<file path="config.mk">
export PLATFORM = sky130hd
export DESIGN_NAME = ultrasonic_obstacle_confirm_core
export DESIGN_NICKNAME = d
export VERILOG_FILES = /design/src/rtl/uoc_pkg.sv /design/src/rtl/uoc_ctrl.sv /design/src/rtl/uoc_dp.sv /design/src/rtl/ultrasonic_obstacle_confirm_core.sv
export SDC_FILE = /design/constraint.sdc
export NUM_CORES = 1
export LEC_CHECK = 0
export ABC_CLOCK_PERIOD_IN_PS = 4100
export BUFFER_PORTS_ARGS = -buffer_cell sky130_fd_sc_hd__buf_2
export CORE_MARGIN = 1
export CORE_UTILIZATION = 40
export CTS_BUF_LIST = sky130_fd_sc_hd__clkbuf_4 sky130_fd_sc_hd__clkbuf_8 sky130_fd_sc_hd__clkbuf_16
export DETAILED_ROUTE_END_ITERATION = 16
export GPL_ROUTABILITY_DRIVEN = 0
export GPL_TIMING_DRIVEN = 0
export PLACE_DENSITY = 0.59
export REMOVE_ABC_BUFFERS = 1
export SLEW_MARGIN = 20
export SYNTH_ARGS = -nofsm -noshare
export SYNTH_HDL_FRONTEND = slang
export SYNTH_SLANG_ARGS = --single-unit
export TNS_END_PERCENT = 20
</file>
<file path="constraint.sdc">
create_clock -name aclk -period 4.1 [get_ports aclk]
set_input_delay 0.41 -clock aclk [delete_from_list [all_inputs] [get_ports aclk]]
set_output_delay 0.41 -clock aclk [all_outputs]
set_load 0.02 [all_outputs]
</file>
<file path="src/rtl/uoc_pkg.sv">
// ----------------------------------------------------------------------------
// uoc_pkg
// Shared widths, constants and controller/datapath handshake types for the
// ultrasonic obstacle confirm core.
// ----------------------------------------------------------------------------
package uoc_pkg;

    // field widths
    localparam int ECHO_W     = 15;
    localparam int NOW_W      = 32;
    localparam int DIST_W     = 18;
    localparam int CNT_W      = 4;
    localparam int THR_W      = 18;
    localparam int COOL_W     = 16;

    // stream word layout
    localparam int IN_TDATA_W  = 48;   // echo_us, now_ms, zero fill
    localparam int OUT_TDATA_W = 24;   // distance_q8, hits_now, zero fill
    localparam int OUT_TUSER_W = 5;

    // configuration port
    localparam int CFG_IDX_W  = 8;
    localparam int CFG_DATA_W = 18;

    localparam logic [CFG_IDX_W-1:0] REG_SAMPLES  = 8'd0;
    localparam logic [CFG_IDX_W-1:0] REG_NEAR_THR = 8'd1;
    localparam logic [CFG_IDX_W-1:0] REG_CONFIRM  = 8'd2;
    localparam logic [CFG_IDX_W-1:0] REG_COOLDOWN = 8'd3;

    localparam logic [CNT_W-1:0]  SAMPLES_RST  = 4'd3;
    localparam logic [THR_W-1:0]  NEAR_THR_RST = 18'd5120;
    localparam logic [CNT_W-1:0]  CONFIRM_RST  = 4'd2;
    localparam logic [COOL_W-1:0] COOLDOWN_RST = 16'd2000;

    // arithmetic
    localparam logic [ECHO_W-1:0] MAX_ECHO_US = 15'd30000;
    localparam logic [DIST_W-1:0] DIST_MAX    = 18'h3FFFF;
    localparam logic [CNT_W-1:0]  CNT_MAX     = 4'hF;
    localparam int MUL_W      = 13;
    localparam logic [MUL_W-1:0]  DIST_MUL    = 13'd4496;
    localparam int DIST_SHIFT = 10;
    localparam int PROD_W     = DIST_W + MUL_W;
    localparam int DRAW_W     = PROD_W - DIST_SHIFT;

    // bit-serial divider: one quotient bit per step
    localparam int DIV_STEPS  = DIST_W;
    localparam int DIV_CNT_W  = $clog2(DIV_STEPS);

    typedef struct packed {
        logic load;      // capture input word
        logic eval;      // cooldown/enable checks, accumulate, start divide
        logic div_step;  // one restoring divide step
        logic mul;       // register avg * scale
        logic fin;       // hit debounce and result write
    } uoc_cmd_t;

    typedef struct packed {
        logic need_div;  // group completed with at least one valid echo
        logic div_last;  // final divide step this cycle
        logic out_free;  // result register can take a new word
    } uoc_sts_t;

endpackage

</file>
<file path="src/rtl/uoc_ctrl.sv">
// ----------------------------------------------------------------------------
// uoc_ctrl
// Sequencer: accept, evaluate, optional divide and scale, commit result.
// ----------------------------------------------------------------------------
module uoc_ctrl (
    input  logic              aclk,
    input  logic              aresetn,
    input  logic              s_valid,
    output logic              s_ready,
    input  uoc_pkg::uoc_sts_t sts,
    output uoc_pkg::uoc_cmd_t cmd
);
    import uoc_pkg::*;

    typedef enum logic [2:0] {
        ST_IDLE,
        ST_EVAL,
        ST_DIV,
        ST_MUL,
        ST_FIN
    } state_t;

    state_t state_reg;

    always_comb begin
        s_ready      = (state_reg == ST_IDLE);
        cmd.load     = s_ready && s_valid;
        cmd.eval     = (state_reg == ST_EVAL);
        cmd.div_step = (state_reg == ST_DIV);
        cmd.mul      = (state_reg == ST_MUL);
        cmd.fin      = (state_reg == ST_FIN) && sts.out_free;
    end

    always_ff @(posedge aclk) begin
        if (!aresetn) begin
            state_reg <= ST_IDLE;
        end else begin
            case (state_reg)
                ST_IDLE: begin
                    if (s_valid) state_reg <= ST_EVAL;
                end
                ST_EVAL: begin
                    state_reg <= sts.need_div ? ST_DIV : ST_FIN;
                end
                ST_DIV: begin
                    if (sts.div_last) state_reg <= ST_MUL;
                end
                ST_MUL: begin
                    state_reg <= ST_FIN;
                end
                ST_FIN: begin
                    if (sts.out_free) state_reg <= ST_IDLE;
                end
                default: begin
                    state_reg <= ST_IDLE;
                end
            endcase
        end
    end

endmodule

</file>
<file path="src/rtl/uoc_dp.sv">
// ----------------------------------------------------------------------------
// uoc_dp
// Datapath: config registers, group accumulator, bit-serial divider,
// distance scaling, hit debounce, cooldown and the result register.
// ----------------------------------------------------------------------------
module uoc_dp (
    input  logic                                 aclk,
    input  logic                                 aresetn,
    input  uoc_pkg::uoc_cmd_t                    cmd,
    output uoc_pkg::uoc_sts_t                    sts,
    input  logic [uoc_pkg::ECHO_W-1:0]           echo_us,
    input  logic                                 monitor_enable,
    input  logic [uoc_pkg::NOW_W-1:0]            now_ms,
    input  logic                                 cfg_we,
    input  logic [uoc_pkg::CFG_IDX_W-1:0]        cfg_index,
    input  logic [uoc_pkg::CFG_DATA_W-1:0]       cfg_data,
    output logic                                 m_valid,
    input  logic                                 m_ready,
    output logic [uoc_pkg::OUT_TDATA_W-1:0]      m_data,
    output logic [uoc_pkg::OUT_TUSER_W-1:0]      m_user
);
    import uoc_pkg::*;

    // configuration
    logic [CNT_W-1:0]  spr_reg;
    logic [THR_W-1:0]  thr_reg;
    logic [CNT_W-1:0]  conf_reg;
    logic [COOL_W-1:0] cool_reg;

    // architectural state
    logic [CNT_W-1:0]  idx_reg;
    logic [DIST_W-1:0] sum_reg;
    logic [CNT_W-1:0]  ve_reg;
    logic [CNT_W-1:0]  hit_reg;
    logic [NOW_W-1:0]  cool_end_reg;

    // captured item and per-item flags
    logic [ECHO_W-1:0] echo_reg;
    logic              en_reg;
    logic [NOW_W-1:0]  now_reg;
    logic              done_reg;
    logic              valid_reg;
    logic              skip_reg;

    // divider and scaler
    logic [DIST_W-1:0]    quo_reg;
    logic [CNT_W-1:0]     rem_reg;
    logic [CNT_W-1:0]     dsor_reg;
    logic [DIV_CNT_W-1:0] dcnt_reg;
    logic [PROD_W-1:0]    prod_reg;

    // result word
    logic                   m_valid_reg;
    logic [OUT_TDATA_W-1:0] m_data_reg;
    logic [OUT_TUSER_W-1:0] m_user_reg;

    // evaluate-stage logic
    logic [NOW_W-1:0]  cool_diff;
    logic              in_cool;
    logic              active;
    logic [CNT_W-1:0]  group;
    logic              echo_ok;
    logic [DIST_W:0]   sum_wide;
    logic [DIST_W-1:0] sum_upd;
    logic [CNT_W-1:0]  ve_upd;
    logic [CNT_W-1:0]  idx_upd;
    logic              grp_done;
    logic              eval_done;

    // divide step
    logic [CNT_W:0]    div_t;
    logic [CNT_W:0]    div_d;
    logic              div_ge;

    // finish-stage logic
    logic [DRAW_W-1:0] dist_raw;
    logic [DIST_W-1:0] dist_val;
    logic              near;
    logic [CNT_W-1:0]  hit_inc;
    logic              obst;
    logic [CNT_W-1:0]  hit_fin;

    always_comb begin
        cool_diff = now_reg - cool_end_reg;
        in_cool   = cool_diff[NOW_W-1];
        active    = !in_cool && en_reg;
        group     = (spr_reg == '0) ? CNT_W'(1) : spr_reg;
        echo_ok   = (echo_reg != '0) && (echo_reg <= MAX_ECHO_US);
        sum_wide  = {1'b0, sum_reg} + (DIST_W+1)'(echo_reg);
        if (!echo_ok) begin
            sum_upd = sum_reg;
        end else if (sum_wide > {1'b0, DIST_MAX}) begin
            sum_upd = DIST_MAX;
        end else begin
            sum_upd = sum_wide[DIST_W-1:0];
        end
        ve_upd    = (echo_ok && ve_reg != CNT_MAX) ? ve_reg + CNT_W'(1) : ve_reg;
        idx_upd   = idx_reg + CNT_W'(1);
        grp_done  = (idx_upd >= group) || (idx_upd == '0);
        eval_done = active && grp_done;

        div_t  = {rem_reg, quo_reg[DIST_W-1]};
        div_d  = div_t - {1'b0, dsor_reg};
        div_ge = (div_t >= {1'b0, dsor_reg});

        dist_raw = prod_reg[PROD_W-1:DIST_SHIFT];
        if (!valid_reg) begin
            dist_val = '0;
        end else if (|dist_raw[DRAW_W-1:DIST_W]) begin
            dist_val = DIST_MAX;
        end else begin
            dist_val = dist_raw[DIST_W-1:0];
        end
        near    = valid_reg && (dist_val <= thr_reg);
        hit_inc = (hit_reg == CNT_MAX) ? hit_reg : hit_reg + CNT_W'(1);
        obst    = near && (hit_inc >= conf_reg);
        if (near) begin
            hit_fin = obst ? '0 : hit_inc;
        end else if (done_reg) begin
            hit_fin = '0;
        end else begin
            hit_fin = hit_reg;
        end

        sts.need_div = eval_done && (ve_upd != '0);
        sts.div_last = (dcnt_reg == DIV_CNT_W'(DIV_STEPS - 1));
        sts.out_free = !m_valid_reg || m_ready;
    end

    // configuration and control state
    always_ff @(posedge aclk) begin
        if (!aresetn) begin
            spr_reg      <= SAMPLES_RST;
            thr_reg      <= NEAR_THR_RST;
            conf_reg     <= CONFIRM_RST;
            cool_reg     <= COOLDOWN_RST;
            idx_reg      <= '0;
            sum_reg      <= '0;
            ve_reg       <= '0;
            hit_reg      <= '0;
            cool_end_reg <= '0;
            m_valid_reg  <= 1'b0;
        end else begin
            if (cfg_we) begin
                case (cfg_index)
                    REG_SAMPLES:  spr_reg  <= cfg_data[CNT_W-1:0];
                    REG_NEAR_THR: thr_reg  <= cfg_data[THR_W-1:0];
                    REG_CONFIRM:  conf_reg <= cfg_data[CNT_W-1:0];
                    REG_COOLDOWN: cool_reg <= cfg_data[COOL_W-1:0];
                    default: ;
                endcase
            end
            if (cmd.eval && !in_cool) begin
                if (!en_reg) begin
                    hit_reg <= '0;
                    idx_reg <= '0;
                    sum_reg <= '0;
                    ve_reg  <= '0;
                end else if (grp_done) begin
                    idx_reg <= '0;
                    sum_reg <= '0;
                    ve_reg  <= '0;
                end else begin
                    idx_reg <= idx_upd;
                    sum_reg <= sum_upd;
                    ve_reg  <= ve_upd;
                end
            end
            if (cmd.fin) begin
                hit_reg <= hit_fin;
                if (obst) cool_end_reg <= now_reg + NOW_W'(cool_reg);
            end
            if (cmd.fin) begin
                m_valid_reg <= 1'b1;
            end else if (m_ready) begin
                m_valid_reg <= 1'b0;
            end
        end
    end

    // payload
    always_ff @(posedge aclk) begin
        if (cmd.load) begin
            echo_reg <= echo_us;
            en_reg   <= monitor_enable;
            now_reg  <= now_ms;
        end
        if (cmd.eval) begin
            done_reg  <= eval_done;
            valid_reg <= eval_done && (ve_upd != '0);
            skip_reg  <= !active;
            quo_reg   <= sum_upd;
            rem_reg   <= '0;
            dsor_reg  <= ve_upd;
            dcnt_reg  <= '0;
        end
        if (cmd.div_step) begin
            quo_reg  <= {quo_reg[DIST_W-2:0], div_ge};
            rem_reg  <= div_ge ? div_d[CNT_W-1:0] : div_t[CNT_W-1:0];
            dcnt_reg <= dcnt_reg + DIV_CNT_W'(1);
        end
        if (cmd.mul) begin
            prod_reg <= PROD_W'(quo_reg) * PROD_W'(DIST_MUL);
        end
        if (cmd.fin) begin
            if (!valid_reg) prod_reg <= '0;
            m_data_reg <= OUT_TDATA_W'({hit_fin, dist_val});
            m_user_reg <= {skip_reg, obst, near, valid_reg, done_reg};
        end
    end

    assign m_valid = m_valid_reg;
    assign m_data  = m_data_reg;
    assign m_user  = m_user_reg;

endmodule

</file>
<file path="src/rtl/ultrasonic_obstacle_confirm_core.sv">
// ----------------------------------------------------------------------------
// ultrasonic_obstacle_confirm_core
// Averages groups of echo widths into a distance, debounces near readings
// into an obstacle flag and holds off input for a cooldown after a trigger.
// ----------------------------------------------------------------------------
// Sequence: an item is accepted, evaluated and written to the result register;
//   an item that closes a group with a valid echo first passes through the
//   one-bit-per-cycle divider that forms the average, then the scaler.
// Flow: one item in flight; a finished result waits in the output register
//   while the next word is taken, and the next commit stalls until it is taken.
// Reset: aresetn synchronous, active low; registers return to their defaults,
//   group state, hit count and cooldown end clear to zero.
module ultrasonic_obstacle_confirm_core (
    input  logic                                aclk,
    input  logic                                aresetn,
    input  logic                                s_axis_tvalid,
    output logic                                s_axis_tready,
    // [14:0] echo_us, [46:15] now_ms, [47] zero
    input  logic [uoc_pkg::IN_TDATA_W-1:0]      s_axis_tdata,
    // [0] monitor_enable
    input  logic                                s_axis_tuser,
    output logic                                m_axis_tvalid,
    input  logic                                m_axis_tready,
    // [17:0] distance_q8, [21:18] hits_now, [23:22] zero
    output logic [uoc_pkg::OUT_TDATA_W-1:0]     m_axis_tdata,
    // [0] reading_done, [1] reading_valid, [2] near_hit, [3] obstacle, [4] skipped
    output logic [uoc_pkg::OUT_TUSER_W-1:0]     m_axis_tuser,
    input  logic                                cfg_valid,
    output logic                                cfg_ready,
    input  logic [uoc_pkg::CFG_IDX_W-1:0]       cfg_index,
    input  logic [uoc_pkg::CFG_DATA_W-1:0]      cfg_data
);
    import uoc_pkg::*;

    uoc_cmd_t cmd;
    uoc_sts_t sts;

    assign cfg_ready = 1'b1;

    uoc_ctrl u_ctrl (
        .aclk    (aclk),
        .aresetn (aresetn),
        .s_valid (s_axis_tvalid),
        .s_ready (s_axis_tready),
        .sts     (sts),
        .cmd     (cmd)
    );

    uoc_dp u_dp (
        .aclk           (aclk),
        .aresetn        (aresetn),
        .cmd            (cmd),
        .sts            (sts),
        .echo_us        (s_axis_tdata[ECHO_W-1:0]),
        .monitor_enable (s_axis_tuser),
        .now_ms         (s_axis_tdata[ECHO_W+NOW_W-1:ECHO_W]),
        .cfg_we         (cfg_valid && cfg_ready),
        .cfg_index      (cfg_index),
        .cfg_data       (cfg_data),
        .m_valid        (m_axis_tvalid),
        .m_ready        (m_axis_tready),
        .m_data         (m_axis_tdata),
        .m_user         (m_axis_tuser)
    );

    // an obstacle word closes a near reading and restarts the hit count
    a_obst_word: assert property (@(posedge aclk) disable iff (!aresetn)
        (m_axis_tvalid && m_axis_tuser[3]) |->
            (m_axis_tuser[0] && m_axis_tuser[1] && m_axis_tuser[2] &&
             m_axis_tdata[21:18] == 4'd0))
        else $error("obstacle word inconsistent");

    // a skipped item never completes a reading
    a_skip_no_done: assert property (@(posedge aclk) disable iff (!aresetn)
        (m_axis_tvalid && m_axis_tuser[4]) |-> (m_axis_tuser[3:0] == 4'd0))
        else $error("skipped item reports a reading");

    // distance only reported for a valid reading
    a_dist_valid: assert property (@(posedge aclk) disable iff (!aresetn)
        (m_axis_tvalid && !m_axis_tuser[1]) |-> (m_axis_tdata[17:0] == 18'd0))
        else $error("distance without valid reading");

    // one item in flight: input closes right after a word is taken
    a_one_in_flight: assert property (@(posedge aclk) disable iff (!aresetn)
        (s_axis_tvalid && s_axis_tready) |=> !s_axis_tready)
        else $error("second word accepted while busy");

endmodule

</file>
==> results of run 1 <==
## cell type report
type	instances	area, um2
clock buffers	33	756
flip-flops and latches	238	5860
repair buffers	203	1390
multi-input cells	1133	8700
well taps	468	586
clock inverters	21	248
inverters	175	662
fillers	3441	18400
## worst paths after layout
check / from / to / slack [ns] / depth (start not counted)
hold / removal: s_axis_tdata[9] / u_dp.echo_reg[9]$_DFFE_PP_ / 0.03 / 1
hold reg to reg: u_dp.skip_reg$_DFFE_PN_ / u_dp.m_user[4]$_DFFE_PP_ / 0.41 / 0
setup reg to reg: u_dp.quo_reg[9]$_DFFE_PP_ / u_dp.prod_reg[28]$_DFF_P_ / 0.07 / 15
setup / recovery: u_dp.quo_reg[9]$_DFFE_PP_ / u_dp.prod_reg[28]$_DFF_P_ / 0.07 / 15
## placed cells by master, fill, tap and decap left out, types with 25 or more instances in the layout
cell type / count
inv_1: 166
nand2_1: 160
ha_1: 146
nor2_1: 137
dfxtp_1: 129
a21oi_1: 119
edfxtp_1: 109
buf_2: 107
buf_4: 50
nand3_1: 49
o21ai_0: 45
dlygate4sd3_1: 39
xnor2_1: 37
mux2i_1: 29
fa_1: 29
clkbuf_16: 29
o21a_1: 28
ha_4: 25
## cell usage after synthesis, drive strengths merged, types with 28 or more instances
master	instances
nand3	49
nand2	162
edfxtp	109
clkbuf	42
nor2	140
fa	30
o21a	28
xnor2	38
ha	171
a21oi	128
dfxtp	129
mux2i	30
o21ai	48
inv	174
## cell families after synthesis
logic type,after synthesis,synth area share [%]
simple gates,472,14.5
compound gates,361,15.8
flops,238,39.3
buf+inv,231,5.96
fa+ha+maj,201,18.4
xor+xnor,59,3.47
mux,37,2.59
other cells,2,0.0504
## timing repair
action                     4_1_cts  5_1_grt
setup endpoints to repair       25       16
hold buffers                    39        0
setup buffers                   24       21
resized for setup               23       60
hold endpoints to repair        39        0
pin swaps                       13       32
## report_power, final
| group | internal, mW | switching, mW | total (mW) |
|---|---|---|---|
| logic | 1.10 | 1.27 | 2.37 |
| registers | 2.63 | 0.0932 | 2.72 |
| clock network | 1.60 | 1.06 | 2.66 |
## per-layer routing
layer	wire (um)	global-route usage, %
met1	17300	25.9
met2	16400	30.1
met3	1430	2.56
met4	642	4.55
met5	0	0
## metrics by stage
stage               setup slack, ns  power [mW]
finish                       0.0654        7.75
CTS                         -0.0378        7.43
detailed placement           -0.575        4.57
floorplan                    -0.230        4.10
global route                 -0.113        8.22
global placement              -2.01        4.52
==> metrics.md, run 1 <==
| Metric | Value |
|---|---|
| Rows | `70` |
| Peak per-stage delay on the critical path | `0.55 ns` |
| Pwr dens | `426 nW/um2` |
| Largest net degree at the start of global routing | `74` |
| Synth Register Bits | `238` |
| First-pass GRT wire length | `57,200 um` |
| Cell Count, Final, Fillers Out | `2,271` |
| Setup_tns | `0 ns` |
| Mapped Cells | `1,601` |
| Dpl cell area | `15,900 um2` |
| Startpoint class of the critical path | `flip-flop` |
| Design area | `18,200 um2` |
| VDD IR max | `0.335 mV` |
| Period utilization | `98.4%` |
| Slew at the pin with the worst max-slew slack | `1.01 ns` |
| Die ar. | `38,000 um2` |
| Top cell type's share of synthesized area | `22.0%` |
| Clock Path Buffers | `3` |
| CP top delay family | `adder cells` |
| Yosys top cell by area | `edfxtp_1` |
| Status | `finished, final reports clean` |
| Clock Latency Late Sink | `0.58 ns` |
| Inserted Clock Buffers | `29` |
| Clock sink count | `238` |
| Layout Nets | `2,061` |
| Critical-path cell list | `buf_4 -> ha_1 -> ha_1 -> fa_1 -> inv_1 -> fa_1 -> inv_1 -> ha_4 -> a21oi_1 -> o21ai_2 -> a2bb2oi_2 -> a31oi_2 -> a21oi_2 -> or4_1 -> a31oi_1` |
| IO Pins | `112` |
| Buf+Inv Stages, Crit Path | `3` |
| Worst EP arrival | `4.52 ns` |
| DR iter-0 viols | `571` |
| Overall Global Routing Usage | `18.5%` |
| Main synth FF type | `dfxtp_1` |
| LEAKAGE | `7.55 nW` |
| Post-synth EDFFs | `109` |
| Endpoints failing setup | `0` |
| Port buffer count | `107` |
| First-pass detailed-route iteration total | `5` |
| Dpl cells | `2,133` |
| Pins Over Slew Limit | `0` |
| DR WL/cell | `15.7 um` |
| Initial antenna violation count | `0` |
| Synth-to-layout area growth | `22.0%` |
| Die W | `195 um` |
| Final hold slack | `0.0297 ns` |
| Worst Setup End Kind | `flip-flop` |
| Clock Skew | `0.0286 ns` |
| Routed vias | `11,800` |
| Rel. slew slack | `32.5%` |
| Worst hold path type | `input pin to flip-flop` |
| Reported max-cap violation count | `0` |
| Post-synthesis sequential area ratio | `39.3%` |
| Hold Vio Cnt, Final | `0` |
| Syn avg cell area | `9.31 um2` |
| Util after Layout | `49.7%` |
| Vias in the first global route | `11,400` |
| Routed Antenna Nets | `0` |
| Ant diodes | `0` |
| Required @ worst endpoint | `4.58 ns` |
| Height of the die | `195 um` |
| CTS Root Cell | `clkbuf_16` |
| Drt via density | `5.21` |
| Routed wire length | `35,700 um` |
| Mapped cell area | `14,900 um2` |
| Synth top area cells | `edfxtp_1 (22%), dfxtp_1 (17%), ha_1 (14%)` |
| Fmax | `248 MHz` |
| Unrepaired setup endpoints after global routing | `yes` |
| CTS tree | `yes` |
| CP Class | `flip-flop to flip-flop` |
| CP max-delay cell | `fa_1` |
| Drt drc | `0` |
| Grt ovf | `0` |
| Worst-path fanout max | `6` |
| Tmin final | `4.03 ns` |
| Final HPWL DP | `25,800 um` |
| Fraction of registers with async set/reset | `0%` |
| Core area | `36,600 um2` |
| CTS clk-pin slew, worst paths | `0.06 ns` |
| Starting Density | `40.7%` |
| Distinct cells, synth | `75` |
| Yosys warnings | `0` |
| Share of layout cells above drive strength 1 | `17.1%` |
| H-tree Lvls | `1` |
Note: power is estimated with default switching activity, not from simulation.
==> run 2, diff against run 1 <==
--- a/config.mk
+++ b/config.mk
@@ -13,7 +13,6 @@
 export DETAILED_ROUTE_END_ITERATION = 16
 export GPL_ROUTABILITY_DRIVEN = 0
 export GPL_TIMING_DRIVEN = 0
-export PLACE_DENSITY = 0.59
 export REMOVE_ABC_BUFFERS = 1
 export SLEW_MARGIN = 20
 export SYNTH_ARGS = -nofsm -noshare
==> metrics.md, run 2 (synthesized netlist as in run 1, its figures left out) <==
| Metric | Value |
|---|---|
| Cell Count, Final, Fillers Out | `2,225` |
| Tmin final | `4.14 ns` |
| Period utilization | `101%` |
| Slew at the pin with the worst max-slew slack | `1.04 ns` |
| CTS clk-pin slew, worst paths | `0.06 ns` |
| Routed Antenna Nets | `0` |
| Reported max-cap violation count | `0` |
| Layout Nets | `2,017` |
| Critical-path cell list | `buf_4 -> ha_4 -> ha_4 -> fa_1 -> inv_1 -> fa_1 -> inv_1 -> ha_4 -> o21ai_2 -> o31ai_4 -> buf_4 -> nand4_1 -> a31oi_2 -> a21oi_2 -> or4_1 -> a31oi_1` |
| First-pass GRT wire length | `57,100 um` |
| Share of layout cells above drive strength 1 | `15.9%` |
| Worst hold path type | `input pin to flip-flop` |
| Dpl cells | `2,133` |
| Buf+Inv Stages, Crit Path | `4` |
| Die ar. | `38,000 um2` |
| Port buffer count | `107` |
| CP Class | `flip-flop to flip-flop` |
| Largest net degree at the start of global routing | `74` |
| Wl on met1 | `17,100 um` |
| Worst EP arrival | `4.62 ns` |
| Vias in the first global route | `11,300` |
| Most common cell after layout, fill and taps aside | `inv_1` |
| Worst-path fanout max | `5` |
| Violated checks | `setup timing` |
| Required @ worst endpoint | `4.58 ns` |
| Pins Over Slew Limit | `0` |
| Routed vias | `11,700` |
| DR WL/cell | `15.8 um` |
| Final Power | `7.37 mW` |
| LEAKAGE | `7.35 nW` |
| CP top delay family | `adder cells` |
| Util after Layout | `47.9%` |
| Rows | `70` |
| Most used cell, CP | `ha_4` |
| Met2 WL | `16,000 um` |
| Worst reg2reg path startpoint | `u_dp.quo_reg[6]$_DFFE_PP_` |
| Endpoints failing setup | `1` |
| Crit path launch | `u_dp.quo_reg[6]$_DFFE_PP_` |
| Clock Latency Late Sink | `0.55 ns` |
| Fmax | `242 MHz` |
| Drt drc | `0` |
| Hold Path Origin | `s_axis_tdata[16]` |
| H-tree Lvls | `1` |
| Worst Setup End Kind | `flip-flop` |
| PnR worst setup slack | `-0.0376 ns` |
| Final HPWL DP | `26,000 um` |
| Inserted Clock Buffers | `27` |
| Hold Vio Cnt, Final | `0` |
| Clock sink count | `238` |
| Rel. slew slack | `30.5%` |
| Metal3 WL | `1450 um` |
| Height of the die | `195 um` |
| Starting Density | `40.7%` |
| Clock Path Buffers | `3` |
| Peak per-stage delay on the critical path | `0.53 ns` |
| CP max-delay cell | `fa_1` |
| Status | `finished, violations left` |
| Routed wire length | `35,200 um` |
| Overall Global Routing Usage | `18.5%` |
| Core area | `36,600 um2` |
| Drt via density | `5.24` |
| CTS tree | `yes` |
| Unrepaired setup endpoints after global routing | `yes` |
| DR iter-0 viols | `590` |
| Initial antenna violation count | `0` |
| Top Metal Used | `met4` |
| Ant diodes | `0` |
| VDD IR max | `0.321 mV` |
| First-pass detailed-route iteration total | `5` |
| Setup_tns | `-0.0376 ns` |
| IO Pins | `112` |
| Commonest cells after routing, fill and taps aside | `inv_1 (172), nand2_1 (159), ha_1 (157)` |
| Pwr dens | `420 nW/um2` |
| Die W | `195 um` |
| Startpoint class of the critical path | `flip-flop` |
| CTS Root Cell | `clkbuf_16` |
| Clock Skew | `0.0173 ns` |
| Synth-to-layout area growth | `17.6%` |
| Grt ovf | `0` |
run 2: power by group:
group	leakage, nW	internal (mW)	switching (mW)
logic	4.82	0.956	1.22
registers	2.07	2.63	0.0909
clock network	0.464	1.49	0.986
run 2: worst paths after layout:
kind	depth (start not counted)	end	slack [ns]
worst max-delay path	16	u_dp.prod_reg[28]$_DFF_P_	-0.04
worst min register to register	0	u_dp.m_user[4]$_DFFE_PP_	0.43
worst min-delay path	1	u_dp.now_reg[1]$_DFFE_PP_	0.03
worst max register to register	16	u_dp.prod_reg[28]$_DFF_P_	-0.04
run 2: stage by stage:
| stage | area, um2 | setup slack, ns | hold WS, ns |
|---|---|---|---|
| after floorplan | 14700 | -0.230 | 0.400 |
| after global placement | 15800 | -2.20 | 0.408 |
| after detailed placement | 15900 | -0.599 | 0.418 |
| after CTS | 17300 | -0.00994 | 0.00224 |
| after global routing | 17500 | -0.226 | 0.0161 |
| final | 17500 | -0.0376 | 0.0311 |
run 2: worst register-to-register path: stages, from the launching register on:
cell      delay [ns]
edfxtp_1        0.43
buf_4           0.17
ha_4            0.26
ha_4            0.19
fa_1            0.53
inv_1           0.05
fa_1            0.53
inv_1           0.07
ha_4            0.29
o21ai_2         0.09
o31ai_4         0.26
buf_4           0.15
nand4_1         0.13
a31oi_2         0.26
a21oi_2         0.10
or4_1           0.41
a31oi_1         0.13
run 2: final cells by class:
class                           instances  area (um2)
Timing Repair Buffer                  161         987
Clock inverter                          8        77.6
Fill cell                            3447       19100
Inverter                              175         662
Sequential cell                       238        5860
Tap cell                              468         586
Clock buffer                           42         850
Multi-Input combinational cell       1133        8510
run 2: timing repair:
action | in CTS | in global routing
setup endpoints to repair | 27 | 19
hold buffers | 3 | 0
pin swaps | 14 | 8
setup buffers | 29 | 10
hold endpoints to repair | 3 | 0
gates resized for setup | 27 | 28
run 2: per-layer routing:
layer  track usage, %  up-vias
li1                 -     5917
met1             25.9     5511
met2             30.0      191
met3             2.40       41
met4             4.55        0
met5                0        -
==> run 3, diff against run 2 <==
--- a/config.mk
+++ b/config.mk
@@ -13,6 +13,7 @@
 export DETAILED_ROUTE_END_ITERATION = 16
 export GPL_ROUTABILITY_DRIVEN = 0
 export GPL_TIMING_DRIVEN = 0
+export RECOVER_POWER = 25
 export REMOVE_ABC_BUFFERS = 1
 export SLEW_MARGIN = 20
 export SYNTH_ARGS = -nofsm -noshare
==> metrics.md, run 3 (synthesized netlist as in run 1, its figures left out) <==
| Metric | Value |
|---|---|
| Status | `finished, violations left` |
| Violated checks | `capacitance limit, slew limit, setup timing` |
| Period utilization | `101%` |
| Core area | `36,600 um2` |
| Capturing point of the worst reg2reg path | `u_dp.prod_reg[28]$_DFF_P_` |
| Height of the die | `195 um` |
| DR iter-0 viols | `596` |
| Clock Path Buffers | `3` |
| Final Power | `7.36 mW` |
| Largest net degree at the start of global routing | `74` |
| Most common cell after layout, fill and taps aside | `inv_1` |
| First-pass detailed-route iteration total | `5` |
| Rel. slew slack | `-62.6%` |
| Port buffer count | `107` |
| Routed Antenna Nets | `0` |
| Drt drc | `0` |
| DR WL/cell | `15.8 um` |
| Final HPWL DP | `26,000 um` |
| Routed wire length | `35,200 um` |
| Synth-to-layout area growth | `17.4%` |
| Slew at the pin with the worst max-slew slack | `2.44 ns` |
| Initial antenna violation count | `0` |
| Util after Layout | `47.8%` |
| Crit path launch | `u_dp.quo_reg[6]$_DFFE_PP_` |
| Clock Latency Late Sink | `0.55 ns` |
| CTS Root Cell | `clkbuf_16` |
| Final hold slack | `0.0326 ns` |
| Dpl cells | `2,133` |
| Endpoints failing setup | `1` |
| Unrepaired setup endpoints after global routing | `yes` |
| Overall Global Routing Usage | `18.5%` |
| Cell Count, Final, Fillers Out | `2,225` |
| Worst hold path type | `input pin to flip-flop` |
| CTS clk-pin slew, worst paths | `0.06 ns` |
| Pwr dens | `421 nW/um2` |
| IO Pins | `112` |
| CP Class | `flip-flop to flip-flop` |
| PnR worst setup slack | `-0.0329 ns` |
| Tmin final | `4.13 ns` |
| Worst reg-to-reg setup slack | `-0.03 ns` |
| Rows | `70` |
| Ant diodes | `0` |
| Worst Setup End Kind | `flip-flop` |
| Share of layout cells above drive strength 1 | `14.6%` |
| Fmax | `242 MHz` |
| Grt ovf | `0` |
| Worst-path fanout max | `5` |
| Worst reg2reg path startpoint | `u_dp.quo_reg[6]$_DFFE_PP_` |
| Hold Vio Cnt, Final | `0` |
| Required @ worst endpoint | `4.58 ns` |
| Die ar. | `38,000 um2` |
| Clock sink count | `238` |
| Layout Nets | `2,017` |
| CTS tree | `yes` |
| Drt via density | `5.26` |
| Reported max-cap violation count | `1` |
| Starting Density | `40.7%` |
| Worst EP arrival | `4.61 ns` |
| Clock Skew | `0.0157 ns` |
| Inserted Clock Buffers | `27` |
| First-pass GRT wire length | `57,100 um` |
| Startpoint class of the critical path | `flip-flop` |
| Commonest cells after routing, fill and taps aside | `inv_1 (172), nand2_1 (159), ha_1 (157)` |
| Pins Over Slew Limit | `48` |
| Routed vias | `11,700` |
| Worst reg2reg path depth | `16` |
| Worst setup path end | `u_dp.prod_reg[28]$_DFF_P_` |
| LEAKAGE | `7.29 nW` |
| VDD IR max | `0.319 mV` |
| Die W | `195 um` |
| Setup_tns | `-0.0329 ns` |
| H-tree Lvls | `1` |
| Vias in the first global route | `11,300` |
==> run 3: worst min-delay path by stage <==
stage | startpoint | endpoint | slack [ns] | depth (start not counted)
floorplan | u_dp.skip_reg$_DFFE_PN_ | u_dp.m_user[4]$_DFFE_PP_ | 0.40 | 0
global placement | u_dp.skip_reg$_DFFE_PN_ | u_dp.m_user[4]$_DFFE_PP_ | 0.41 | 0
detailed placement | u_dp.skip_reg$_DFFE_PN_ | u_dp.m_user[4]$_DFFE_PP_ | 0.42 | 0
CTS | s_axis_tdata[15] | u_dp.now_reg[0]$_DFFE_PP_ | 0.002 | 1
global route | s_axis_tdata[27] | u_dp.now_reg[12]$_DFFE_PP_ | 0.02 | 1
finish | s_axis_tdata[16] | u_dp.now_reg[1]$_DFFE_PP_ | 0.03 | 1
==> run 3: critical path: stages, from the launching register on <==
cell and delay [ns]:
edfxtp_1 0.43, buf_4 0.17, ha_4 0.26, ha_4 0.19, fa_1 0.53, inv_1 0.05, fa_1 0.53, inv_1 0.07
ha_4 0.29, o21ai_2 0.09, o31ai_4 0.26, buf_4 0.15, nand4_1 0.13, a31oi_2 0.26, a21oi_2 0.10, or4_1 0.41
a31oi_1 0.13
==> run 3: through the flow <==
stage,area [um2],setup WS (ns)
2_1_floorplan,14700,-0.230
3_3_place_gp,15800,-2.20
3_5_place_dp,15900,-0.599
4_1_cts,17300,-0.00994
5_1_grt,17500,-0.226
6_report,17500,-0.0329
==> run 3: cell type report <==
type,count,area (um2)
fillers,3457,19100
multi-input cells,1133,8510
flip-flops and latches,238,5860
repair buffers,161,957
clock buffers,42,850
inverters,175,662
well taps,468,586
clock inverters,8,77.6
==> run 3: what timing repair did <==
action	in CTS	in global routing
endpoints found under the hold margin	3	0
buffers inserted	29	10
pin swaps	14	8
hold buffers	3	0
resized for setup	27	28
setup endpoints to repair	27	19
==> run 3: report_power, final <==
| group | internal, mW | switching, mW |
|---|---|---|
| clock network | 1.49 | 0.981 |
| registers | 2.63 | 0.0909 |
| logic | 0.953 | 1.22 |
| total | 5.07 | 2.29 |
==> run 3: routing by layer <==
metal,routed length [um],global-route usage [%]
met5,0,0
met4,646,4.55
met3,1640,2.40
met2,16000,30.0
met1,17000,25.9
